`src/rtl/tct_pkg.sv`:
```
`timescale 1ns / 1ps
// ---------------------------------------------------------------------------
// tct_pkg
// Shared widths, limits, register map codes and the configuration struct of
// the thresholded centroid tracker.
// ---------------------------------------------------------------------------
package tct_pkg;

  // Field and state widths
  localparam int COORD_BITS = 10;
  localparam int RED_W      = 8;
  localparam int SUM_W      = 24;
  localparam int HIT_W      = 14;
  localparam int OFF_W      = COORD_BITS + 1;
  localparam int MAX_POINTS = 8192;

  // Step counter of the shared divider
  localparam int DIV_CNT_W  = $clog2(SUM_W + 1);

  // Configuration port
  localparam int ADDR_W = 4;
  localparam int DATA_W = 32;

  // Register indexes (byte address / 4)
  localparam logic [1:0] REG_THRESHOLD = 2'd0;
  localparam logic [1:0] REG_MIN_HITS  = 2'd1;
  localparam logic [1:0] REG_CENTER_X  = 2'd2;
  localparam logic [1:0] REG_CENTER_Y  = 2'd3;

  // Reset values of the registers
  localparam logic [RED_W-1:0]      THRESHOLD_RST = RED_W'(50);
  localparam logic [HIT_W-1:0]      MIN_HITS_RST  = HIT_W'(2);
  localparam logic [COORD_BITS-1:0] CENTER_X_RST  = COORD_BITS'(175);
  localparam logic [COORD_BITS-1:0] CENTER_Y_RST  = COORD_BITS'(100);

  typedef struct packed {
    logic [RED_W-1:0]      bright_threshold;
    logic [HIT_W-1:0]      min_hits;
    logic [COORD_BITS-1:0] center_x;
    logic [COORD_BITS-1:0] center_y;
  } cfg_t;

  typedef struct packed {
    logic busy;
    logic done;
  } div_status_t;

endpackage

```
`src/rtl/tct_regs.sv`:
```
`timescale 1ns / 1ps
// ---------------------------------------------------------------------------
// tct_regs
// Configuration register file behind a simple APB-style port.
// ---------------------------------------------------------------------------
module tct_regs (
  input  logic                        clk,
  input  logic                        rst_n,
  input  logic                        psel,
  input  logic                        penable,
  input  logic                        pwrite,
  input  logic [tct_pkg::ADDR_W-1:0]  paddr,
  input  logic [tct_pkg::DATA_W-1:0]  pwdata,
  output logic [tct_pkg::DATA_W-1:0]  prdata,
  output logic                        pready,
  output tct_pkg::cfg_t               cfg
);
  import tct_pkg::*;

  cfg_t       cfg_r;
  logic       wr_en;
  logic [1:0] reg_idx;

  assign pready  = 1'b1;
  assign wr_en   = psel & penable & pwrite;
  assign reg_idx = paddr[3:2];
  assign cfg     = cfg_r;

  // Update the addressed register on the access cycle of a write
  always_ff @(posedge clk) begin
    if (!rst_n) begin
      cfg_r.bright_threshold <= THRESHOLD_RST;
      cfg_r.min_hits         <= MIN_HITS_RST;
      cfg_r.center_x         <= CENTER_X_RST;
      cfg_r.center_y         <= CENTER_Y_RST;
    end else if (wr_en) begin
      case (reg_idx)
        REG_THRESHOLD: cfg_r.bright_threshold <= pwdata[RED_W-1:0];
        REG_MIN_HITS:  cfg_r.min_hits         <= pwdata[HIT_W-1:0];
        REG_CENTER_X:  cfg_r.center_x         <= pwdata[COORD_BITS-1:0];
        REG_CENTER_Y:  cfg_r.center_y         <= pwdata[COORD_BITS-1:0];
        default: ;
      endcase
    end
  end

  // Read back the addressed register
  always_comb begin
    case (reg_idx)
      REG_THRESHOLD: prdata = DATA_W'(cfg_r.bright_threshold);
      REG_MIN_HITS:  prdata = DATA_W'(cfg_r.min_hits);
      REG_CENTER_X:  prdata = DATA_W'(cfg_r.center_x);
      REG_CENTER_Y:  prdata = DATA_W'(cfg_r.center_y);
      default:       prdata = '0;
    endcase
  end

endmodule

```
`src/rtl/tct_divider.sv`:
```
`timescale 1ns / 1ps
// ---------------------------------------------------------------------------
// tct_divider
// Shared restoring divider: one quotient bit per cycle while busy.
// Divisor must stay stable while busy.
// ---------------------------------------------------------------------------
module tct_divider (
  input  logic                       clk,
  input  logic                       rst_n,
  input  logic                       start,
  input  logic [tct_pkg::SUM_W-1:0]  dividend,
  input  logic [tct_pkg::HIT_W-1:0]  divisor,
  output logic [tct_pkg::SUM_W-1:0]  quotient,
  output tct_pkg::div_status_t       status
);
  import tct_pkg::*;

  logic [SUM_W-1:0]     quo_r, quo_nxt;
  logic [HIT_W-1:0]     rem_r, rem_nxt;
  logic [DIV_CNT_W-1:0] cnt_r, cnt_nxt;
  logic                 busy_r, busy_nxt;
  logic                 done_r, done_nxt;
  logic [HIT_W:0]       trial;
  logic [HIT_W:0]       diff;
  logic                 ge;

  // One restoring step: shift in next dividend bit, try to subtract
  assign trial = {rem_r, quo_r[SUM_W-1]};
  assign diff  = trial - {1'b0, divisor};
  assign ge    = (trial >= {1'b0, divisor});

  always_comb begin
    quo_nxt  = quo_r;
    rem_nxt  = rem_r;
    cnt_nxt  = cnt_r;
    busy_nxt = busy_r;
    done_nxt = 1'b0;
    if (start) begin
      quo_nxt  = dividend;
      rem_nxt  = '0;
      cnt_nxt  = '0;
      busy_nxt = 1'b1;
    end else if (busy_r) begin
      quo_nxt = {quo_r[SUM_W-2:0], ge};
      rem_nxt = ge ? diff[HIT_W-1:0] : trial[HIT_W-1:0];
      cnt_nxt = cnt_r + 1'b1;
      if (cnt_r == DIV_CNT_W'(SUM_W - 1)) begin
        busy_nxt = 1'b0;
        done_nxt = 1'b1;
      end
    end
  end

  // Hold control state; payload registers need no reset
  always_ff @(posedge clk) begin
    if (!rst_n) begin
      busy_r <= 1'b0;
      done_r <= 1'b0;
      cnt_r  <= '0;
    end else begin
      busy_r <= busy_nxt;
      done_r <= done_nxt;
      cnt_r  <= cnt_nxt;
    end
  end

  always_ff @(posedge clk) begin
    quo_r <= quo_nxt;
    rem_r <= rem_nxt;
  end

  assign quotient    = quo_r;
  assign status.busy = busy_r;
  assign status.done = done_r;

endmodule

```
`src/rtl/thresholded_centroid_tracker.sv`:
```
`timescale 1ns / 1ps
// ---------------------------------------------------------------------------
// thresholded_centroid_tracker
// Accumulates bright-pixel coordinates over a frame and reports the offset
// of their centroid from a configured center.
// ---------------------------------------------------------------------------
// Samples are taken one per cycle while the frame is accumulating. On a
// frame-end sample whose frame has more hits than min_hits, the input stalls
// for two 24-step passes through one shared restoring divider (average x,
// then average y) plus sequencing. A frame end without a result does not
// stall the input. The result sits in an output register, so sampling of
// the next frame goes on while it waits to be taken; a further result waits
// in the sequencer until that register is free.
// ---------------------------------------------------------------------------
module thresholded_centroid_tracker (
  input  logic                              clk,
  input  logic                              rst_n,
  // input channel
  input  logic                              in_valid,
  output logic                              in_stall,
  input  logic [tct_pkg::RED_W-1:0]         in_red_value,
  input  logic [tct_pkg::COORD_BITS-1:0]    in_pixel_x,
  input  logic [tct_pkg::COORD_BITS-1:0]    in_pixel_y,
  input  logic                              in_frame_end,
  // result channel
  output logic                              out_valid,
  input  logic                              out_stall,
  output logic signed [tct_pkg::OFF_W-1:0]  out_offset_x,
  output logic signed [tct_pkg::OFF_W-1:0]  out_offset_y,
  output logic [tct_pkg::HIT_W-1:0]         out_hit_count,
  // configuration port
  input  logic                              psel,
  input  logic                              penable,
  input  logic                              pwrite,
  input  logic [tct_pkg::ADDR_W-1:0]        paddr,
  input  logic [tct_pkg::DATA_W-1:0]        pwdata,
  output logic [tct_pkg::DATA_W-1:0]        prdata,
  output logic                              pready
);
  import tct_pkg::*;

  typedef enum logic [1:0] {
    ST_IDLE,
    ST_DIV_X,
    ST_DIV_Y,
    ST_WRITE
  } state_t;

  cfg_t             cfg;
  div_status_t      div_st;
  logic [SUM_W-1:0] div_q;
  logic [SUM_W-1:0] div_dividend;

  state_t           state_r, state_nxt;
  logic [SUM_W-1:0] sum_x_r, sum_x_nxt;
  logic [SUM_W-1:0] sum_y_r, sum_y_nxt;
  logic [HIT_W-1:0] hits_r, hits_nxt;
  logic             start_r, start_nxt;
  logic [OFF_W-1:0] avg_x_r, avg_x_nxt;
  logic             out_valid_r, out_valid_nxt;
  logic [OFF_W-1:0] off_x_r, off_x_nxt;
  logic [OFF_W-1:0] off_y_r, off_y_nxt;
  logic [HIT_W-1:0] cnt_out_r, cnt_out_nxt;

  logic             in_xfer;
  logic             hit;
  logic [SUM_W-1:0] acc_x;
  logic [SUM_W-1:0] acc_y;
  logic [HIT_W-1:0] acc_hits;
  logic [OFF_W-1:0] avg_y;

  tct_regs u_regs (
    .clk     (clk),
    .rst_n   (rst_n),
    .psel    (psel),
    .penable (penable),
    .pwrite  (pwrite),
    .paddr   (paddr),
    .pwdata  (pwdata),
    .prdata  (prdata),
    .pready  (pready),
    .cfg     (cfg)
  );

  assign div_dividend = (state_r == ST_DIV_X) ? sum_x_r : sum_y_r;

  tct_divider u_div (
    .clk      (clk),
    .rst_n    (rst_n),
    .start    (start_r),
    .dividend (div_dividend),
    .divisor  (hits_r),
    .quotient (div_q),
    .status   (div_st)
  );

  assign in_stall = (state_r != ST_IDLE);
  assign in_xfer  = in_valid & ~in_stall;

  // Decide hit and form the running sums including this sample
  assign hit      = (in_red_value > cfg.bright_threshold) &&
                    (hits_r < HIT_W'(MAX_POINTS));
  assign acc_x    = hit ? sum_x_r + SUM_W'(in_pixel_x) : sum_x_r;
  assign acc_y    = hit ? sum_y_r + SUM_W'(in_pixel_y) : sum_y_r;
  assign acc_hits = hit ? hits_r + 1'b1 : hits_r;
  assign avg_y    = div_q[OFF_W-1:0];

  // Sequence accumulation, the two divisions and the result write
  always_comb begin
    state_nxt     = state_r;
    sum_x_nxt     = sum_x_r;
    sum_y_nxt     = sum_y_r;
    hits_nxt      = hits_r;
    start_nxt     = 1'b0;
    avg_x_nxt     = avg_x_r;
    out_valid_nxt = out_valid_r;
    off_x_nxt     = off_x_r;
    off_y_nxt     = off_y_r;
    cnt_out_nxt   = cnt_out_r;

    // drop the result once it is taken
    if (out_valid_r && !out_stall) begin
      out_valid_nxt = 1'b0;
    end

    case (state_r)
      ST_IDLE: begin
        if (in_xfer) begin
          sum_x_nxt = acc_x;
          sum_y_nxt = acc_y;
          hits_nxt  = acc_hits;
          if (in_frame_end) begin
            if (acc_hits > cfg.min_hits) begin
              state_nxt = ST_DIV_X;
              start_nxt = 1'b1;
            end else begin
              sum_x_nxt = '0;
              sum_y_nxt = '0;
              hits_nxt  = '0;
            end
          end
        end
      end
      ST_DIV_X: begin
        if (div_st.done) begin
          avg_x_nxt = div_q[OFF_W-1:0];
          state_nxt = ST_DIV_Y;
          start_nxt = 1'b1;
        end
      end
      ST_DIV_Y: begin
        if (div_st.done) begin
          off_x_nxt   = avg_x_r - {1'b0, cfg.center_x};
          off_y_nxt   = {1'b0, cfg.center_y} - avg_y;
          cnt_out_nxt = hits_r;
          state_nxt   = ST_WRITE;
        end
      end
      ST_WRITE: begin
        // hold until the output register is free, then clear the frame
        if (!out_valid_r || !out_stall) begin
          out_valid_nxt = 1'b1;
          sum_x_nxt     = '0;
          sum_y_nxt     = '0;
          hits_nxt      = '0;
          state_nxt     = ST_IDLE;
        end
      end
      default: state_nxt = ST_IDLE;
    endcase
  end

  always_ff @(posedge clk) begin
    if (!rst_n) begin
      state_r     <= ST_IDLE;
      sum_x_r     <= '0;
      sum_y_r     <= '0;
      hits_r      <= '0;
      start_r     <= 1'b0;
      out_valid_r <= 1'b0;
    end else begin
      state_r     <= state_nxt;
      sum_x_r     <= sum_x_nxt;
      sum_y_r     <= sum_y_nxt;
      hits_r      <= hits_nxt;
      start_r     <= start_nxt;
      out_valid_r <= out_valid_nxt;
    end
  end

  always_ff @(posedge clk) begin
    avg_x_r   <= avg_x_nxt;
    off_x_r   <= off_x_nxt;
    off_y_r   <= off_y_nxt;
    cnt_out_r <= cnt_out_nxt;
  end

  // Present the result register in ST_WRITE's load only
  logic [OFF_W-1:0] res_x_r;
  logic [OFF_W-1:0] res_y_r;
  logic [HIT_W-1:0] res_cnt_r;

  always_ff @(posedge clk) begin
    if (state_r == ST_WRITE && (!out_valid_r || !out_stall)) begin
      res_x_r   <= off_x_r;
      res_y_r   <= off_y_r;
      res_cnt_r <= cnt_out_r;
    end
  end

  assign out_valid     = out_valid_r;
  assign out_offset_x  = res_x_r;
  assign out_offset_y  = res_y_r;
  assign out_hit_count = res_cnt_r;

endmodule
```
`config.mk`:
```
export PLATFORM = sky130hd
export DESIGN_NAME = thresholded_centroid_tracker
export DESIGN_NICKNAME = d
export VERILOG_FILES = /design/src/rtl/tct_pkg.sv /design/src/rtl/tct_regs.sv /design/src/rtl/tct_divider.sv /design/src/rtl/thresholded_centroid_tracker.sv
export SDC_FILE = /design/constraint.sdc
export NUM_CORES = 1
export LEC_CHECK = 0
export BUFFER_PORTS_ARGS = -buffer_cell sky130_fd_sc_hd__buf_2
export CORE_ASPECT_RATIO = 1.1
export CORE_MARGIN = 2
export CORE_UTILIZATION = 50
export DETAILED_ROUTE_END_ITERATION = 8
export PLACE_DENSITY = 0.7
export SYNTH_ARGS = -nofsm -noshare
export SYNTH_HDL_FRONTEND = slang
export SYNTH_HIERARCHICAL = 1
export SYNTH_SLANG_ARGS = --single-unit
```
`constraint.sdc`:
```
create_clock -name clk -period 6.2 [get_ports clk]
set_clock_uncertainty 0.2 [all_clocks]
set_input_delay 1.55 -clock clk [delete_from_list [all_inputs] [get_ports clk]]
set_output_delay 1.55 -clock clk [all_outputs]
set_load 0.05 [all_outputs]
```
==> results of run 1 <==
[cells in the final DEF, fill, tap and decap left out, types with 6 or more instances in the layout]
| cell type | instances |
|---|---|
| nand2_1 | 146 |
| dfxtp_1 | 129 |
| edfxtp_1 | 107 |
| buf_2 | 103 |
| inv_1 | 92 |
| ha_1 | 83 |
| a21oi_1 | 70 |
| nor2_1 | 69 |
| mux2_2 | 47 |
| o21ai_0 | 45 |
| mux2i_1 | 44 |
| xnor2_1 | 32 |
| a31oi_1 | 30 |
| nor2b_1 | 29 |
| nand3_1 | 27 |
| clkbuf_16 | 25 |
| nor3_1 | 21 |
| nand4_1 | 19 |
| conb_1 | 19 |
| a21o_1 | 17 |
| a211oi_1 | 16 |
| xor2_1 | 15 |
| o211ai_1 | 14 |
| buf_4 | 14 |
| o21ai_1 | 13 |
| and2_1 | 12 |
| o21a_1 | 12 |
| or3_1 | 11 |
| and3_1 | 10 |
| a41oi_1 | 9 |
| mux4_2 | 8 |
| o31ai_1 | 7 |
| nor4_1 | 7 |
| nand2b_1 | 7 |
| a21boi_0 | 6 |
| clkbuf_1 | 6 |
[layer usage]
layer	wire, µm	vias up
met2	14200	298
met1	13400	4760
met3	1740	54
met4	950	0
met5	0	-
li1	-	4973
[power by group through the flow]
stage	clock network [µW]	logic [µW]	registers (µW)
4_1_cts	1470	1220	1750
3_5_place_dp	0	1210	1780
6_report	1450	1230	1750
2_1_floorplan	0	981	1760
3_3_place_gp	0	1200	1780
5_1_grt	1540	1350	1760
[registers in the layout (all words and copies together) (netlist names), 2 cells and up]
signal          flops
sum_x_r            24
out_offset_x       11
out_offset_y       11
u_div/quotient     24
out_hit_count      14
sum_y_r            24
u_div/rem_r        14
off_y_r            11
avg_x_r            11
cnt_out_r          14
off_x_r            11
u_div/cnt_r         5
state_r             2
u_regs/cfg         42
hits_r             14
[layout make-up]
type / instances / share of cell area
timing repair buffer: 117 / 0.0421
sequential: 236 / 0.393
clock buffer: 33 / 0.0458
tap: 352 / 0.0299
inverter: 92 / 0.0234
multi-input combinational: 943 / 0.458
clock inverter: 13 / 0.00764
[worst min path at each step]
| stage | from | endpoint | cells after the start | slack [ns] |
|---|---|---|---|---|
| after floorplan | cnt_out_r[0] | out_hit_count[0] | 0 | 0.20 |
| after global placement | off_y_r[0] | out_offset_y[0] | 0 | 0.20 |
| after detailed placement | cnt_out_r[10] | out_hit_count[10] | 0 | 0.20 |
| after CTS | off_y_r[7] | out_offset_y[7] | 0 | 0.21 |
| after global routing | off_y_r[7] | out_offset_y[7] | 0 | 0.22 |
| final | off_y_r[7] | out_offset_y[7] | 0 | 0.21 |
[through the flow]
stage               cell area (µm²)  cells  hold slack [ns]
floorplan                     13300   1342            0.200
global placement              14000   1740            0.201
finish                        14700   1786            0.207
detailed placement            14000   1740            0.205
CTS                           14700   1786            0.211
global route                  14700   1786            0.221
[worst reg2reg max path, cell delays in order, from the launching register on]
cell and delay [ns]:
dfxtp_1 0.37, inv_1 0.06, ha_1 0.31, nand4_1 0.12
or3b_1 0.38, a21oi_2 0.25, o21ai_1 0.22, nor2_1 0.33
xor2_1 0.12, ha_1 0.33, nand4_1 0.17, nor2_1 0.14
o31a_1 0.19, o211ai_1 0.20, or2_1 0.46, buf_4 0.27
or4_1 0.49, nand3_1 0.09
==> impl_metrics.csv, run 1 <==
group,metric,value,unit
run_status,status,"complete, no violations",
worst_setup_path,critPathKind,"in -> reg",
die,start_util,0.508,
routing,drt_iter0_markers,745,
layout,diodes,0,
sta,fin_tns_setup,0,ns
die,design.portCount,143,
power,powerDensity,301,mW/mm²
global_route,met1_usage,0.280,
worst_setup_path,cp_top_family,"simple AND/OR/NAND/NOR gates",
worst_setup_path,crit_fanout,12,
power,p_leak,0.00592,µW
worst_setup_path,crit_path_end_kind,"flop",
sta,setup_ws,0.721,ns
layout,layout-drive-gt1-share,0.169,
worst_setup_path,cp-startpoint,"in_red_value[7]",
power,intPower,3010,µW
power,p_seq_frac,0.396,
job,maxCapViolations,0,
global_route,grt_pass1_vias,9614,
routing,wl,30300,µm
worst_setup_path,crit_path_cell_trace,"buf_2 > ha_1 > nand4_1 > or3b_1 > a21oi_2 > o21ai_1 > nor2_1 > xor2_1 > ha_1 > nand4_1 > nor2_1 > o31a_1 > o211ai_1 > or2_1 > buf_4 > or4_1 > nand3_1",
global_route,grt-ovfl-total,0,
global_route,antenna_found_initial,0,
global_route,track_usage,0.214,
routing,avgRoutedWirePerCell,16.9,µm
placed_design,pre_cts_slack,0.296,ns
worst_setup_path,max_stage_delay,0.49,ns
global_route,top_usage_layer,"met2",
sta,min_period,5.48,ns
worst_setup_path,r2r_cells,17,
worst_setup_path,crit_required,6.46,ns
layout,fin_nets,1575,
die,rows,62,
global_route,grt_pass1_wl,48500,µm
worst_setup_path,cp_slowest_cell,"or4_1",
cts,root_buffer,"clkbuf_16",
synth,synthCells,1325,
worst_setup_path,rrSetupSlack,1.44,ns
worst_setup_path,cp.arrival,5.74,ns
cts,cts_tree,"yes",
die,fp.dieH,175,µm
cts,cts.sinks,236,
die,die_area,0.0278,mm²
synth,synth.avg_cell_area,9.99,µm²
placed_design,place_congestion,0.878,
sta,setup_viol,0,
worst_setup_path,crit_end,"sum_x_r[22]",
sta,worstMarginPinSlew,1.29,ns
layout,seq_area,0.00580,mm²
worst_setup_path,crit_buf_inv,2,
global_route,use_met2,0.362,
routing,dr.pass1.iters,8,
placed_design,io_buffers,103,
cts,ctsHoldBuffers,0,
sta,rsz0062_at_grt,"no",
cts,ctsResizeCount,0,
routing,vias,10100,
placed_design,dp_hpwl,21800,µm
worst_setup_path,r2r_end,"sum_x_r[22]",
routing,viasPerCell,5.65,
synth,synth_warnings,6,
worst_setup_path,cp.depth,17,
cts,clock_path_buffers,3,
cts,insertion_delay,0.53,ns
die,core-area,0.0261,mm²
sta,timing.final.hold_violations,0,
routing,drc,0,
cts,h-tree-depth,1,
power,ir_worst_vdd,0.000164,V
power,power.total,4430,µW
layout,final_core_util,0.565,
synth,syn_area,0.0132,mm²
cts,clkTransAtPathRegs,0.06,ns
global_route,grt_start_max_net_pins,71,
power,p_switching,1420,µW
worst_setup_path,reg2reg_from,"u_regs/cfg[41]",
layout,synthToLayoutAreaGrowth,11.4,%
sta,slew_headroom,0.137,
die,die_x,159,µm
cts,cts-buffers-inserted,25,
sta,fmax,0.183,GHz
layout,n_fill_cell,2263,
worst_hold_path,hold_class,"reg -> reg",
sta,fin_crit_sh,0.884,
routing,detail-route-antenna-nets,0,
power,clkPwrFrac,0.327,
power,comb_power_share,0.278,
power,switching_share,0.322,
cts,post_cts_buffers,0,
global_route,grt_util_met3,0.0316,
worst_setup_path,crit_path_start_kind,"input port",
layout,multiInputGateArea,0.00675,mm²
sta,drv_slew,0,
Note: power is estimated with default switching activity, not from simulation.
==> run 2, diff against run 1 <==
- RECOVER_POWER: default -> 50
==> impl_metrics.csv, run 2 (synthesis results as in run 1) <==
group,metric,value,unit
run_status,status,"finished with violations",
run_status,violations,"max-capacitance violations, max-slew violations",
cts,root_buffer,"clkbuf_16",
layout,largest_reg_flops,42,
sta,fin_tns_setup,0,ns
cts,ctsHoldBuffers,0,
die,rows,62,
layout,layout_commonest_cell,"nand2_1",
sta,rsz0062_at_grt,"no",
die,die_area,0.0278,mm²
cts,cts_tree,"yes",
cts,ctsResizeCount,0,
worst_setup_path,crit_path_end_kind,"flop",
die,die_x,159,µm
sta,timing.final.hold_violations,0,
sta,setup_ws,0.711,ns
cts,h-tree-depth,1,
cts,insertion_delay,0.53,ns
power,intPower,3010,µW
cts,cts.sinks,236,
layout,fin_nets,1575,
worst_setup_path,max_stage_delay,0.51,ns
routing,avgRoutedWirePerCell,17.0,µm
routing,wl,30300,µm
worst_setup_path,cp_top_family,"simple AND/OR/NAND/NOR gates",
sta,setup_viol,0,
worst_setup_path,crit_path_start_kind,"input port",
global_route,grt-ovfl-total,0,
power,powerDensity,301,mW/mm²
routing,vias,10100,
worst_setup_path,rrSetupSlack,1.43,ns
sta,fin_crit_sh,0.885,
placed_design,pre_cts_slack,0.296,ns
worst_setup_path,critPathKind,"in -> reg",
power,p_seq_frac,0.395,
routing,viasPerCell,5.63,
sta,slew_headroom,-0.895,
layout,multiInputGateArea,0.00675,mm²
global_route,antenna_found_initial,0,
sta,min_period,5.49,ns
worst_setup_path,crit_required,6.36,ns
power,switching_share,0.322,
power,p_leak,0.00590,µW
routing,detail-route-antenna-nets,0,
worst_setup_path,crit_buf_inv,2,
layout,diodes,0,
layout,n_fill_cell,2264,
power,comb_power_share,0.278,
global_route,grt_pass1_wl,48500,µm
worst_setup_path,cp_slowest_cell,"or2_1",
sta,fmax,0.182,GHz
global_route,grt_pass1_vias,9614,
job,maxCapViolations,4,
die,fp.dieH,175,µm
layout,layout-drive-gt1-share,0.163,
die,design.portCount,143,
die,start_util,0.508,
layout,synthToLayoutAreaGrowth,11.3,%
global_route,grt_start_max_net_pins,71,
cts,cts-buffers-inserted,25,
sta,worstMarginPinSlew,2.84,ns
placed_design,io_buffers,103,
routing,drt_iter0_markers,728,
die,core-area,0.0261,mm²
layout,seq_area,0.00580,mm²
worst_setup_path,crit_fanout,12,
worst_setup_path,crit_path_cell_trace,"buf_2 > ha_1 > nand4_1 > or3b_1 > a21oi_2 > o21ai_1 > nor2_1 > xor2_1 > ha_1 > nand4_1 > nor4_1 > a21oi_1 > o211ai_1 > or2_1 > buf_4 > a31o_2 > a31oi_1",
routing,drc,0,
cts,clock_path_buffers,3,
placed_design,place_congestion,0.878,
placed_design,dp_hpwl,21800,µm
worst_hold_path,hold_class,"reg -> reg",
layout,layout_common_cells,"nand2_1, dfxtp_1, edfxtp_1",
power,p_switching,1430,µW
worst_setup_path,cp.arrival,5.65,ns
cts,post_cts_buffers,0,
global_route,track_usage,0.214,
sta,drv_slew,176,
cts,clkTransAtPathRegs,0.06,ns
power,ir_worst_vdd,0.000165,V
routing,dr.pass1.iters,5,
power,clkPwrFrac,0.327,
-- run 2: cell types whose count changed in the layout (fill, tap and decap cells not counted) --
cell / before / now
mux2_2: 47 / 44
buf_4: 14 / 11
and2_2: 1 / 0
mux2_1: 0 / 3
buf_2: 103 / 102
and2_1: 12 / 11
and2_0: 0 / 2
clkbuf_1: 6 / 10
-- run 2: path summary, 6_finish.rpt --
path | from | endpoint | cells after the start
min | off_y_r[7] | out_offset_y[7] | 0
min reg2reg | off_y_r[7] | out_offset_y[7] | 0
max | in_red_value[7] | sum_x_r[23] | 17
max reg2reg | u_regs/cfg[41] | sum_x_r[23] | 17
-- run 2: layout make-up --
cell class                      instances  area share
Inverter                               92      0.0235
Timing Repair Buffer                  117      0.0413
Clock buffer                           33      0.0459
Sequential cell                       236       0.394
Tap cell                              352      0.0299
Clock inverter                         13     0.00765
Multi-Input combinational cell        943       0.458
-- run 2: routing by layer --
layer  GRT usage  wire (µm)  vias to the layer above
met5           0          0                        -
met3      0.0316       1780                       53
li1            -          -                     4965
met4      0.0780        864                        0
met2       0.362      14200                      273
met1       0.280      13400                     4761
-- run 2: per-stage QoR --
step | cells | util | instance area (µm²) | power [µW] | hold WS (ns)
CTS | 1786 | 0.565 | 14700 | 4440 | 0.211
global route | 1786 | 0.565 | 14700 | 4650 | 0.221
finish | 1786 | 0.565 | 14700 | 4430 | 0.205
detailed placement | 1740 | 0.535 | 14000 | 3000 | 0.205
floorplan | 1342 | - | 13300 | 2750 | 0.200
global placement | 1740 | 0.535 | 14000 | 2980 | 0.201
-- run 2: power groups by stage --
stage / sequential [µW] / combinational, µW / clock, µW
floorplan: 1760 / 981 / 0
global placement: 1780 / 1200 / 0
detailed placement: 1780 / 1210 / 0
CTS: 1750 / 1220 / 1470
global route: 1760 / 1350 / 1540
finish: 1750 / 1230 / 1450
==> run 3, diff against run 2 <==
- REMOVE_ABC_BUFFERS: default -> 1
==> impl_metrics.csv, run 3 (synthesis results as in run 1) <==
group,metric,value,unit
run_status,status,"finished with violations",
run_status,violations,"max-capacitance violations, max-slew violations",
worst_setup_path,crit_path_start_kind,"input port",
placed_design,postPlaceCellArea,0.0139,mm²
worst_setup_path,max_stage_delay,0.69,ns
layout,layout_common_cells,"nand2_1, dfxtp_1, edfxtp_1",
global_route,grt_pass1_vias,9536,
power,p_seq_frac,0.383,
worst_hold_path,hold_class,"reg -> reg",
worst_setup_path,critPathKind,"in -> reg",
cts,root_buffer,"clkbuf_16",
cts,ctsHoldBuffers,0,
power,p_switching,1470,µW
sta,rsz0062_at_grt,"no",
sta,min_period,5.60,ns
global_route,grt_start_max_net_pins,63,
die,rows,62,
die,die_x,159,µm
layout,final_area,0.0148,mm²
cts,ctsResizeCount,0,
cts,post_cts_buffers,0,
worst_setup_path,crit_fanout,21,
power,p_leak,0.00592,µW
placed_design,io_buffers,103,
routing,drc,0,
sta,setup_viol,0,
layout,synthToLayoutAreaGrowth,12.0,%
global_route,grt_pass1_wl,48700,µm
cts,insertion_delay,0.54,ns
worst_setup_path,crit_path_end_kind,"flop",
layout,fin_nets,1574,
sta,drv_slew,168,
power,intPower,3110,µW
layout,diodes,0,
routing,viasPerCell,5.63,
power,clkPwrFrac,0.350,
global_route,grt-ovfl-total,0,
die,design.portCount,143,
die,start_util,0.508,
global_route,antenna_found_initial,0,
power,comb_power_share,0.267,
layout,layout-drive-gt1-share,0.168,
die,core-area,0.0261,mm²
die,die_area,0.0278,mm²
layout,largest_reg_flops,42,
cts,h-tree-depth,1,
sta,fin_crit_sh,0.903,
routing,avgRoutedWirePerCell,16.6,µm
sta,fin_tns_setup,0,ns
placed_design,dp_hpwl,21300,µm
cts,cts_tree,"yes",
cts,clock_path_buffers,3,
routing,drt_iter0_markers,732,
routing,dr.pass1.iters,5,
sta,fmax,0.179,GHz
routing,detail-route-antenna-nets,0,
cts,cts.sinks,236,
power,ir_worst_vdd,0.000158,V
worst_setup_path,cp.arrival,5.84,ns
job,maxCapViolations,4,
cts,clkTransAtPathRegs,0.06,ns
power,switching_share,0.321,
layout,layout_commonest_cell,"nand2_1",
die,fp.dieH,175,µm
worst_setup_path,crit_path_cell_trace,"buf_2 > ha_1 > nand4_1 > or3b_1 > a21oi_2 > or2_1 > buf_4 > nand2_1 > xnor2_1 > ha_1 > nand4_1 > a21oi_1 > o31a_1 > o211ai_1 > nor2_2 > buf_4 > a41oi_1 > a31oi_1",
routing,wl,29700,µm
worst_setup_path,crit_required,6.44,ns
layout,final_core_util,0.569,
cts,cts-buffers-inserted,25,
routing,vias,10000,
global_route,track_usage,0.212,
placed_design,place_congestion,0.914,
sta,worstMarginPinSlew,2.57,ns
sta,slew_headroom,-0.713,
worst_setup_path,cp_slowest_cell,"nor2_2",
power,powerDensity,309,mW/mm²
sta,timing.final.hold_violations,0,
## run 3: cell types whose count changed in the layout (fill, tap and decap cells not counted), sizes merged
cell	previous run	this run
clkbuf	37	31
clkinv	10	7
clkinvlp	0	7
buf	113	111
bufinv	2	5
## run 3: cell type report
cell class              instances  area (µm²)
clock buffers                  26         629
clock inverters                20         263
fillers                      2256       11200
inverters                      92         345
multi-input cells             943        6750
flip-flops and latches        236        5800
well taps                     352         440
repair buffers                116         599
## run 3: worst max-delay path, delay by kind of cell
kind,cells,cell delay [ns]
xor gates and xnor gates,1,0.15
buffers and inverters,3,0.80
adders and majority gates,2,0.58
and+or+nand+nor,6,1.73
AOI/OAI and AO/OA,6,1.01
## run 3: per-layer routing
layer  routed length [µm]  part of all wire  track usage
met3                 1730             0.058       0.0261
met4                  671             0.023       0.0598
met1                13500              0.45        0.292
met5                    0                 0            0
met2                13800              0.47        0.355
## run 3: stage by stage
step / cells / hold WS [ns] / power (µW) / worst slack, ns
5_1_grt: 1785 / 0.216 / 4810 / 0.234
3_5_place_dp: 1739 / 0.205 / 2990 / 0.149
2_1_floorplan: 1271 / 0.200 / 2680 / -0.567
4_1_cts: 1785 / 0.212 / 4590 / 0.685
3_3_place_gp: 1739 / 0.201 / 2970 / 0.214
6_report: 1785 / 0.211 / 4570 / 0.604
## run 3: worst paths after layout
| path | from | endpoint | slack, ns | cells past startpoint |
|---|---|---|---|---|
| setup / recovery | in_red_value[7] | sum_x_r[23] | 0.60 | 18 |
| hold reg to reg | off_x_r[9] | out_offset_x[9] | 0.21 | 0 |
| hold / removal | off_x_r[9] | out_offset_x[9] | 0.21 | 0 |
| setup reg to reg | u_regs/cfg[40] | sum_x_r[23] | 1.28 | 18 |
## run 3: power by group through the flow
stage          combinational, µW  sequential, µW  clock (µW)
2_1_floorplan                913            1770           0
3_3_place_gp                1190            1780           0
3_5_place_dp                1200            1790           0
4_1_cts                     1210            1750        1630
5_1_grt                     1360            1760        1680
6_report                    1220            1750        1600
